--- src/design/imu_scalar_kalman_smoother_unit_macros.svh ---
// Assertion helpers included by the design file that checks its own logic.
`ifndef IMU_SCALAR_KALMAN_SMOOTHER_UNIT_MACROS_SVH
`define IMU_SCALAR_KALMAN_SMOOTHER_UNIT_MACROS_SVH

// Same-cycle implication, checked outside reset.
`define IKSM_ASSERT_NOW(lbl, ante, cons, msg) \
  lbl: assert property (@(posedge clk) disable iff (!rst_n) (ante) |-> (cons)) \
    else $error(msg);

// Next-cycle implication, checked outside reset.
`define IKSM_ASSERT_NEXT(lbl, ante, cons, msg) \
  lbl: assert property (@(posedge clk) disable iff (!rst_n) (ante) |=> (cons)) \
    else $error(msg);

`endif

--- src/design/iksm_pkg.sv ---
package iksm_pkg;

  // Field widths of the sample and the result.
  localparam int ACC_W = 16;
  localparam int GYR_W = 23;
  localparam int NOISE_W = 16;
  localparam int VAR_W = 32;
  localparam int GAIN_W = 16;
  localparam int CFG_IDX_W = 3;

  // Uncertainty after a restart: 10.0 in Q16.16.
  localparam logic [VAR_W-1:0] VAR_INIT = 32'd655360;
  localparam logic [GAIN_W-1:0] GAIN_MAX = 16'hFFFF;

  // Noise register reset values, Q8.8.
  localparam logic [NOISE_W-1:0] ACC_RN_RST = 16'd2048;
  localparam logic [NOISE_W-1:0] ACC_QN_RST = 16'd512;
  localparam logic [NOISE_W-1:0] GYR_RN_RST = 16'd256;
  localparam logic [NOISE_W-1:0] GYR_QN_RST = 16'd77;

  // Configuration register indexes.
  localparam logic [CFG_IDX_W-1:0] REG_ACC_RN = 3'd0;
  localparam logic [CFG_IDX_W-1:0] REG_ACC_QN = 3'd1;
  localparam logic [CFG_IDX_W-1:0] REG_GYR_RN = 3'd2;
  localparam logic [CFG_IDX_W-1:0] REG_GYR_QN = 3'd3;

  // Sequencer states.
  typedef enum logic [3:0] {
    ST_IDLE,
    ST_RD,
    ST_PRED,
    ST_DIV,
    ST_MLO,
    ST_MHI,
    ST_MVAR,
    ST_WR,
    ST_FIN
  } seq_state_t;

endpackage

--- src/design/iksm_ram.sv ---
module iksm_ram #(
  parameter int WIDTH = 32,
  parameter int DEPTH = 8
) (
  input  logic                     clk,
  input  logic                     we,
  input  logic [$clog2(DEPTH)-1:0] waddr,
  input  logic [WIDTH-1:0]         wdata,
  input  logic                     re,
  input  logic [$clog2(DEPTH)-1:0] raddr,
  output logic [WIDTH-1:0]         rdata
);

  logic [WIDTH-1:0] mem_r [DEPTH];

  // One write port and one registered read port.
  always_ff @(posedge clk) begin
    if (we) begin
      mem_r[waddr] <= wdata;
    end
    if (re) begin
      rdata <= mem_r[raddr];
    end
  end

endmodule

--- src/design/imu_scalar_kalman_smoother_unit.sv ---
// Six independent scalar Kalman filters (three accelerometer and three gyroscope
// axes) share one datapath; each channel's estimate and uncertainty live in a
// small synchronous RAM and are read, updated and written back one channel at a
// time. A sample takes 2*AXES channel passes (read, predict, a restoring gain
// division, the MLO, MHI and MVAR multiply states and a write-back), plus
// taking the sample and handing over the result. The gain division, when it
// runs, is the longest step of a pass. A new sample is taken only while the
// sequencer is idle, even when the previous result still waits.
module imu_scalar_kalman_smoother_unit #(
  parameter int AXES = 3,
  parameter int EST_FRAC_BITS = 8
) (
  input  logic                                  clk,
  input  logic                                  rst_n,
  input  logic                                  cfg_we,
  input  logic [iksm_pkg::CFG_IDX_W-1:0]        cfg_idx,
  input  logic [iksm_pkg::NOISE_W-1:0]          cfg_wdata,
  input  logic                                  in_valid,
  output logic                                  in_stall,
  input  logic signed [iksm_pkg::ACC_W-1:0]     in_accel_x,
  input  logic signed [iksm_pkg::ACC_W-1:0]     in_accel_y,
  input  logic signed [iksm_pkg::ACC_W-1:0]     in_accel_z,
  input  logic signed [iksm_pkg::GYR_W-1:0]     in_gyro_x,
  input  logic signed [iksm_pkg::GYR_W-1:0]     in_gyro_y,
  input  logic signed [iksm_pkg::GYR_W-1:0]     in_gyro_z,
  input  logic                                  in_restart,
  output logic                                  out_valid,
  input  logic                                  out_stall,
  output logic signed [iksm_pkg::ACC_W-1:0]     out_filt_accel_x,
  output logic signed [iksm_pkg::ACC_W-1:0]     out_filt_accel_y,
  output logic signed [iksm_pkg::ACC_W-1:0]     out_filt_accel_z,
  output logic signed [iksm_pkg::GYR_W-1:0]     out_filt_gyro_x,
  output logic signed [iksm_pkg::GYR_W-1:0]     out_filt_gyro_y,
  output logic signed [iksm_pkg::GYR_W-1:0]     out_filt_gyro_z
);

`include "imu_scalar_kalman_smoother_unit_macros.svh"

  localparam int NCH = 2 * AXES;
  localparam int CHW = $clog2(NCH);
  localparam int AW = $clog2(AXES + 1);
  localparam int EW = iksm_pkg::GYR_W + EST_FRAC_BITS;
  localparam int IW = EW + 1;
  localparam int LOW = IW / 2;
  localparam int HIW = IW - LOW;
  localparam int PW = iksm_pkg::GAIN_W + 1 + IW;
  localparam int VW = iksm_pkg::VAR_W;
  localparam int MW = EW + VW;
  localparam int GW = iksm_pkg::GYR_W;
  localparam int AC = iksm_pkg::ACC_W;

  iksm_pkg::seq_state_t st_r, st_nxt;

  logic [iksm_pkg::NOISE_W-1:0] acc_rn_r, acc_qn_r, gyr_rn_r, gyr_qn_r;
  logic [NCH-1:0]               vld_r;
  logic                         gyro_r;
  logic [AW-1:0]                axis_r;
  logic [3:0]                   cnt_r;
  logic signed [AC-1:0]         acc_z_r [3];
  logic signed [GW-1:0]         gyr_z_r [3];
  logic signed [AC-1:0]         res_acc_r [3];
  logic signed [GW-1:0]         res_gyr_r [3];
  logic [VW-1:0]                p1_r;
  logic [VW:0]                  den_r, rem_r;
  logic [iksm_pkg::GAIN_W-1:0]  k_r;
  logic signed [EW-1:0]         est_r;
  logic signed [IW-1:0]         innov_r, delta_r;
  logic [iksm_pkg::GAIN_W+LOW-1:0] prod_lo_r;
  logic signed [iksm_pkg::GAIN_W+HIW:0] prod_hi_r;
  logic [VW+iksm_pkg::GAIN_W:0] var_prod_r;
  logic                         out_valid_r;
  logic signed [AC-1:0]         out_acc_r [3];
  logic signed [GW-1:0]         out_gyr_r [3];

  logic                         in_acc, out_acc, out_free, last_ch, quick, ram_we, ram_re;
  logic [CHW-1:0]               addr;
  logic [MW-1:0]                ram_rdata;
  logic signed [EW-1:0]         est_rd, est_new;
  logic [VW-1:0]                var_rd, var_new, p1;
  logic [VW:0]                  p1_sum, den;
  logic [VW+1:0]                rem2;
  logic [iksm_pkg::NOISE_W-1:0] qn, rn;
  logic signed [GW-1:0]         z_sel, filt;
  logic signed [IW-1:0]         z_ext, innov;
  logic signed [PW-1:0]         prod_sum;
  logic signed [PW-17:0]        prod_sh;
  logic signed [EW-EST_FRAC_BITS-1:0] est_sh;

  assign in_acc   = in_valid && !in_stall;
  assign out_acc  = out_valid_r && !out_stall;
  assign out_free = !out_valid_r || !out_stall;
  assign last_ch  = gyro_r && (axis_r == AW'(AXES - 1));
  assign addr     = gyro_r ? CHW'(AXES) + CHW'(axis_r) : CHW'(axis_r);

  // Channel state memory: estimate above uncertainty.
  iksm_ram #(.WIDTH(MW), .DEPTH(NCH)) u_state_ram (
    .clk  (clk),
    .we   (ram_we),
    .waddr(addr),
    .wdata({est_new, var_new}),
    .re   (ram_re),
    .raddr(addr),
    .rdata(ram_rdata)
  );

  // Entries not written since the last restart read as the restart values.
  assign est_rd = vld_r[addr] ? ram_rdata[MW-1:VW] : '0;
  assign var_rd = vld_r[addr] ? ram_rdata[VW-1:0] : iksm_pkg::VAR_INIT;

  // Predict step with saturation, and the gain denominator.
  always_comb begin
    qn     = gyro_r ? gyr_qn_r : acc_qn_r;
    rn     = gyro_r ? gyr_rn_r : acc_rn_r;
    p1_sum = {1'b0, var_rd} + {9'b0, qn, 8'b0};
    p1     = p1_sum[VW] ? '1 : p1_sum[VW-1:0];
    den    = {1'b0, p1} + {9'b0, rn, 8'b0};
    quick  = (den == '0) || ({1'b0, p1} >= den);
    rem2   = {rem_r, 1'b0};
  end

  // Measurement for the current channel and the innovation.
  always_comb begin
    z_sel = '0;
    if (gyro_r) begin
      priority if (axis_r == AW'(0)) z_sel = gyr_z_r[0];
      else if (axis_r == AW'(1)) z_sel = gyr_z_r[1];
      else z_sel = gyr_z_r[2];
    end else begin
      priority if (axis_r == AW'(0)) z_sel = GW'(acc_z_r[0]);
      else if (axis_r == AW'(1)) z_sel = GW'(acc_z_r[1]);
      else z_sel = GW'(acc_z_r[2]);
    end
    z_ext = IW'(z_sel);
    innov = (z_ext <<< EST_FRAC_BITS) - IW'(est_r);
  end

  // Gain times innovation, truncated toward zero after the Q0.16 shift.
  always_comb begin
    prod_sum = (PW'(prod_hi_r) <<< LOW) + PW'(signed'({1'b0, prod_lo_r}));
    prod_sh  = prod_sum[PW-1:16];
    if (prod_sum[PW-1] && (prod_sum[15:0] != '0)) begin
      prod_sh = prod_sh + 1'b1;
    end
  end

  // Updated estimate and uncertainty, and the integer output.
  always_comb begin
    est_new = est_r + EW'(delta_r);
    var_new = var_prod_r[VW+15:16];
    est_sh  = est_new[EW-1:EST_FRAC_BITS];
    if (est_new[EW-1] && (est_new[EST_FRAC_BITS-1:0] != '0)) begin
      est_sh = est_sh + 1'b1;
    end
    filt = GW'(est_sh);
  end

  // Next state.
  always_comb begin
    st_nxt = st_r;
    unique case (st_r)
      iksm_pkg::ST_IDLE: if (in_valid) st_nxt = iksm_pkg::ST_RD;
      iksm_pkg::ST_RD:   st_nxt = iksm_pkg::ST_PRED;
      iksm_pkg::ST_PRED: st_nxt = quick ? iksm_pkg::ST_MLO : iksm_pkg::ST_DIV;
      iksm_pkg::ST_DIV:  if (cnt_r == 4'd15) st_nxt = iksm_pkg::ST_MLO;
      iksm_pkg::ST_MLO:  st_nxt = iksm_pkg::ST_MHI;
      iksm_pkg::ST_MHI:  st_nxt = iksm_pkg::ST_MVAR;
      iksm_pkg::ST_MVAR: st_nxt = iksm_pkg::ST_WR;
      iksm_pkg::ST_WR:   st_nxt = last_ch ? iksm_pkg::ST_FIN : iksm_pkg::ST_RD;
      iksm_pkg::ST_FIN:  if (out_free) st_nxt = iksm_pkg::ST_IDLE;
      default:           st_nxt = iksm_pkg::ST_IDLE;
    endcase
  end

  // State decoded outputs.
  always_comb begin
    in_stall = (st_r != iksm_pkg::ST_IDLE);
    ram_re   = (st_r == iksm_pkg::ST_RD);
    ram_we   = (st_r == iksm_pkg::ST_WR);
  end

  // Control registers.
  always_ff @(posedge clk) begin
    if (!rst_n) begin
      st_r        <= iksm_pkg::ST_IDLE;
      vld_r       <= '0;
      out_valid_r <= 1'b0;
      acc_rn_r    <= iksm_pkg::ACC_RN_RST;
      acc_qn_r    <= iksm_pkg::ACC_QN_RST;
      gyr_rn_r    <= iksm_pkg::GYR_RN_RST;
      gyr_qn_r    <= iksm_pkg::GYR_QN_RST;
    end else begin
      st_r <= st_nxt;
      if (cfg_we) begin
        unique case (cfg_idx)
          iksm_pkg::REG_ACC_RN: acc_rn_r <= cfg_wdata;
          iksm_pkg::REG_ACC_QN: acc_qn_r <= cfg_wdata;
          iksm_pkg::REG_GYR_RN: gyr_rn_r <= cfg_wdata;
          iksm_pkg::REG_GYR_QN: gyr_qn_r <= cfg_wdata;
          default: ;
        endcase
      end
      if (in_acc && in_restart) begin
        vld_r <= '0;
      end else if (ram_we) begin
        vld_r[addr] <= 1'b1;
      end
      if (st_r == iksm_pkg::ST_FIN && out_free) begin
        out_valid_r <= 1'b1;
      end else if (out_acc) begin
        out_valid_r <= 1'b0;
      end
    end
  end

  // Datapath registers.
  always_ff @(posedge clk) begin
    unique case (st_r)
      iksm_pkg::ST_IDLE: begin
        gyro_r     <= 1'b0;
        axis_r     <= '0;
        acc_z_r[0] <= in_accel_x;
        acc_z_r[1] <= in_accel_y;
        acc_z_r[2] <= in_accel_z;
        gyr_z_r[0] <= in_gyro_x;
        gyr_z_r[1] <= in_gyro_y;
        gyr_z_r[2] <= in_gyro_z;
        for (int i = 0; i < 3; i++) begin
          res_acc_r[i] <= '0;
          res_gyr_r[i] <= '0;
        end
      end
      iksm_pkg::ST_PRED: begin
        p1_r  <= p1;
        den_r <= den;
        rem_r <= {1'b0, p1};
        est_r <= est_rd;
        k_r   <= quick ? iksm_pkg::GAIN_MAX : '0;
        cnt_r <= '0;
      end
      iksm_pkg::ST_DIV: begin
        cnt_r <= cnt_r + 4'd1;
        if (rem2 >= {1'b0, den_r}) begin
          rem_r <= (VW+1)'(rem2 - {1'b0, den_r});
          k_r   <= {k_r[iksm_pkg::GAIN_W-2:0], 1'b1};
        end else begin
          rem_r <= rem2[VW:0];
          k_r   <= {k_r[iksm_pkg::GAIN_W-2:0], 1'b0};
        end
      end
      iksm_pkg::ST_MLO: begin
        innov_r   <= innov;
        prod_lo_r <= k_r * innov[LOW-1:0];
      end
      iksm_pkg::ST_MHI: begin
        prod_hi_r <= signed'({1'b0, k_r}) * signed'(innov_r[IW-1:LOW]);
      end
      iksm_pkg::ST_MVAR: begin
        delta_r    <= IW'(prod_sh);
        var_prod_r <= p1_r * ((iksm_pkg::GAIN_W+1)'(1 << iksm_pkg::GAIN_W) - k_r);
      end
      iksm_pkg::ST_WR: begin
        for (int i = 0; i < 3; i++) begin
          if (axis_r == AW'(i)) begin
            if (gyro_r) begin
              res_gyr_r[i] <= filt;
            end else begin
              res_acc_r[i] <= filt[AC-1:0];
            end
          end
        end
        if (axis_r == AW'(AXES - 1)) begin
          gyro_r <= 1'b1;
          axis_r <= '0;
        end else begin
          axis_r <= axis_r + 1'b1;
        end
      end
      iksm_pkg::ST_FIN: begin
        if (out_free) begin
          out_acc_r <= res_acc_r;
          out_gyr_r <= res_gyr_r;
        end
      end
      default: ;
    endcase
  end

  assign out_valid        = out_valid_r;
  assign out_filt_accel_x = out_acc_r[0];
  assign out_filt_accel_y = out_acc_r[1];
  assign out_filt_accel_z = out_acc_r[2];
  assign out_filt_gyro_x  = out_gyr_r[0];
  assign out_filt_gyro_y  = out_gyr_r[1];
  assign out_filt_gyro_z  = out_gyr_r[2];

  // Checks on the sequencer and the gain divider.
  `IKSM_ASSERT_NEXT(a_accept_reads, in_acc, st_r == iksm_pkg::ST_RD, "sample taken but no read")
  `IKSM_ASSERT_NOW(a_div_rem, st_r == iksm_pkg::ST_DIV, rem_r < den_r, "divider remainder too big")
  `IKSM_ASSERT_NEXT(a_fin_out, (st_r == iksm_pkg::ST_FIN) && !out_valid_r, out_valid_r, "result lost")

endmodule

--- config.mk ---
export PLATFORM = sky130hd
export DESIGN_NAME = imu_scalar_kalman_smoother_unit
export DESIGN_NICKNAME = d
export VERILOG_FILES = /design/src/design/iksm_pkg.sv /design/src/design/iksm_ram.sv /design/src/design/imu_scalar_kalman_smoother_unit.sv
export VERILOG_INCLUDE_DIRS = /design/src /design/src/design
export SDC_FILE = /design/constraint.sdc
export NUM_CORES = 2
export LEC_CHECK = 0
export ABC_AREA = 1
export BUFFER_PORTS_ARGS = -buffer_cell sky130_fd_sc_hd__buf_2
export CAP_MARGIN = 20
export CORE_MARGIN = 4
export CORE_UTILIZATION = 47
export DETAILED_ROUTE_END_ITERATION = 8
export PLACE_DENSITY = 0.64
export SYNTH_ARGS = -nofsm -noshare
export SYNTH_HDL_FRONTEND = slang
export SYNTH_SLANG_ARGS = --single-unit
--- constraint.sdc ---
create_clock -name clk -period 9.29 [get_ports clk]
set_input_delay 0.929 -clock clk [delete_from_list [all_inputs] [get_ports clk]]
set_output_delay 0.929 -clock clk [all_outputs]
set_load 0.005 [all_outputs]
==> flow_metrics.tcl <==
set metrics [dict create \
    drtIter0Drc 5389 \
    portBuffers 260 \
    cp.required_ns 9.78 \
    grt_max_degree 191 \
    finalCritPeriodShare_pct 93.2 \
    max-slew-margin-rel_pct 26.3 \
    yosysWarnings 0 \
    die_area_sq_um 186000 \
    dr.pass1.iters 8 \
    io_pins 261 \
    nets 10300 \
    synth_cells 8534 \
    reg2reg_depth 34 \
    maxCapViolCount 0 \
    synth_edf_count 1080 \
    ys_types 63 \
    cp_max_fo 15 \
    path_clk_slew_ns 0.06 \
    coreArea_sq_um 177000 \
    die_h_um 431 \
    status "finished clean" \
    hold_depth 1 \
    tritoncts "yes" \
    wl_mm 228 \
    syn_area_sq_um 84000 \
    worstMarginPinSlew_ns 1.10 \
    cts_buffers 112 \
    hold_path_startpoint "in_gyro_z[4]" \
    cts.root.buffer_cell "clkbuf_16" \
    worst_setup_path_end_kind "flip-flop" \
    initial_core_util_pct 47.5 \
    synth-seq-cells 1155 \
    grt_pass1_wl_mm 357 \
    syn_nets 10000 \
    areaGrowthSynthToFinish_pct 9.97 \
    synth_most_common_cell "inv_1" \
    gp_congestion 0.936 \
    r2r_end "var_prod_r[41]" \
    hp-class "in2reg" \
    cts.sinks 1155 \
    slew_viol_final 0 \
    grt_pass1_vias 61600 \
    setup.worst_path.start_class "flip-flop" \
    fill_cells 15900 \
    yosysSeqAreaShare_pct 40.4 \
    fin_crit_ns 8.66 \
    antenna_found_initial 4 \
    std_cell_rows 154 \
    num_vias 59900 \
    skew_ns 0.0694 \
    min_to "gyr_z_r[0][50]" \
    crit_path_top_delay_cell "edfxtp_1" \
    critPathMaxStageDelay_ns 0.57 \
    synth_top_area_share_pct 38.6 \
    r2r-start "k_r[1]" \
    drive_gt1_share_pct 8.21 \
    hold_ws_ns 0.365 \
    synthTopCellsByCount "inv_1, nand2_1, edfxtp_1" \
    cp.arrival_ns 9.14 \
    final_antenna_net_count 0 \
    worstSkewPairLatency_ns 0.76 \
    synth_area_leaders "edfxtp_1, fa_1, ha_1, inv_1, nand2_1" \
    fmax_mhz 116 \
    gr-total-overflow 0 \
    die_w_um 431 \
    holdBufCountCts 0 \
    async_flop_share_pct 0 \
    avgSynthCellArea_sq_um 9.84 \
    vias_per_cell 5.35 \
    finalSetupViolations 0 \
    grt_use_total_pct 24.8 \
    place_hpwl_mm 171 \
    htreeDepth 3 \
    drt-wirelength-per-cell_um 20.4 \
    ff2ff_setup_slack_ns 0.63 \
    path_class "reg2reg" \
    synth_top_area_cell "edfxtp_1" \
    hold_viol_final 0 \
    synth_top_flop_cell "edfxtp_1" \
    drc 0 \
    clockBufferDepth 3 \
]
worst max-delay path, delay by kind of cell, from the launching register on:
kind / cells / cell delay (ns)
buf+inv: 6 / 0.52
xor+xnor: 1 / 0.12
simple gates: 10 / 1.71
fa+ha+maj: 7 / 3.33
compound gates: 10 / 2.14
flops: 1 / 0.57
area by class of cell:
| type | instances | area (sq um) | area share [%] |
|---|---|---|---|
| multi-input cells | 5387 | 42700 | 46.3 |
| repair buffers | 410 | 2470 | 2.67 |
| diodes | 4 | 10.0 | 0.0108 |
| clock inverters | 79 | 1060 | 1.15 |
| flip-flops and latches | 1155 | 33900 | 36.7 |
| clock buffers | 129 | 2900 | 3.14 |
| inverters | 1687 | 6340 | 6.87 |
| well taps | 2340 | 2930 | 3.17 |
how the worst max path moves through the flow:
stage / start / endpoint / slack [ns] / depth (start not counted)
3_3_place_gp: axis_r[0] / prod_lo_r[30] / -0.08 / 36
6_report: k_r[1] / var_prod_r[41] / 0.63 / 34
5_1_grt: axis_r[1] / prod_lo_r[30] / -0.0004 / 38
4_1_cts: axis_r[0] / prod_lo_r[30] / 0.006 / 38
3_5_place_dp: axis_r[0] / prod_lo_r[30] / -0.11 / 36
2_1_floorplan: axis_r[0] / prod_lo_r[30] / 0.49 / 39
metrics by stage:
| stage | utilization [%] | area, sq um | std cells | worst slack (ns) | TNS (ns) |
|---|---|---|---|---|---|
| 3_3_place_gp | 49.9 | 88200 | 11000 | -0.0792 | -0.0792 |
| 4_1_cts | 52.1 | 92200 | 11200 | 0.00605 | 0 |
| 2_1_floorplan | - | 84000 | 8534 | 0.492 | 0 |
| 3_5_place_dp | 49.9 | 88200 | 11000 | -0.106 | -0.106 |
| 5_1_grt | 52.2 | 92400 | 11200 | -0.000424 | -0.000424 |
| 6_report | 52.2 | 92400 | 11200 | 0.634 | 0 |
flip-flops by register name (all words and copies together) (netlist names), 31 cells and up:
| name | count |
|---|---|
| delta_r | 31 |
| gyr_z_r | 69 |
| acc_z_r | 48 |
| prod_hi_r | 33 |
| u_state_ram.rdata | 63 |
| est_r | 31 |
| prod_lo_r | 32 |
| res_acc_r | 48 |
| var_prod_r | 32 |
| u_state_ram.mem_r | 378 |
| rem_r | 33 |
| p1_r | 32 |
| res_gyr_r | 69 |
layout by cell type (no fill, tap or decap), types with 16 or more instances in the layout:
cell type	instances
nand4_1	48
clkinv_2	25
xnor2_1	79
xor2_1	173
a211oi_1	18
fa_1	839
edfxtp_1	1080
nand3_1	136
clkinv_1	26
nor2_1	930
nand2_1	1428
nor3_1	51
buf_2	260
nand2_2	18
bufinv_16	20
a21boi_0	16
mux2i_1	16
o21ai_0	465
buf_4	144
dfxtp_1	75
ha_1	526
o221ai_1	67
inv_1	1651
clkbuf_16	113
or2_2	18
a21oi_1	354
inv_2	18
kinds of logic after synthesis:
logic type	share of synthesized area (%)
flops	40.4
compound gates	6.88
xor+xnor	2.66
fa+ha+maj	27.9
buf+inv	8.95
simple gates	13.1
mux	0.191
repair_timing:
| action | 4_1_cts | 5_1_grt |
|---|---|---|
| setup endpoints to repair | 1 | 27 |
| setup buffers | 0 | 7 |
| resized for setup | 3 | 20 |
routing by layer:
layer	share of wire, %	wire, um	vias up	global-route usage (%)
met5	0	0	-	0
met4	3.3	7570	0	7.90
met3	6.7	15400	381	3.32
met2	49	111000	2085	41.9
met1	41	94400	29900	33.3
li1	-	-	27500	-
Power is not shown: default switching activity piles up to over one toggle a cycle in this logic, so the estimate is an artifact.
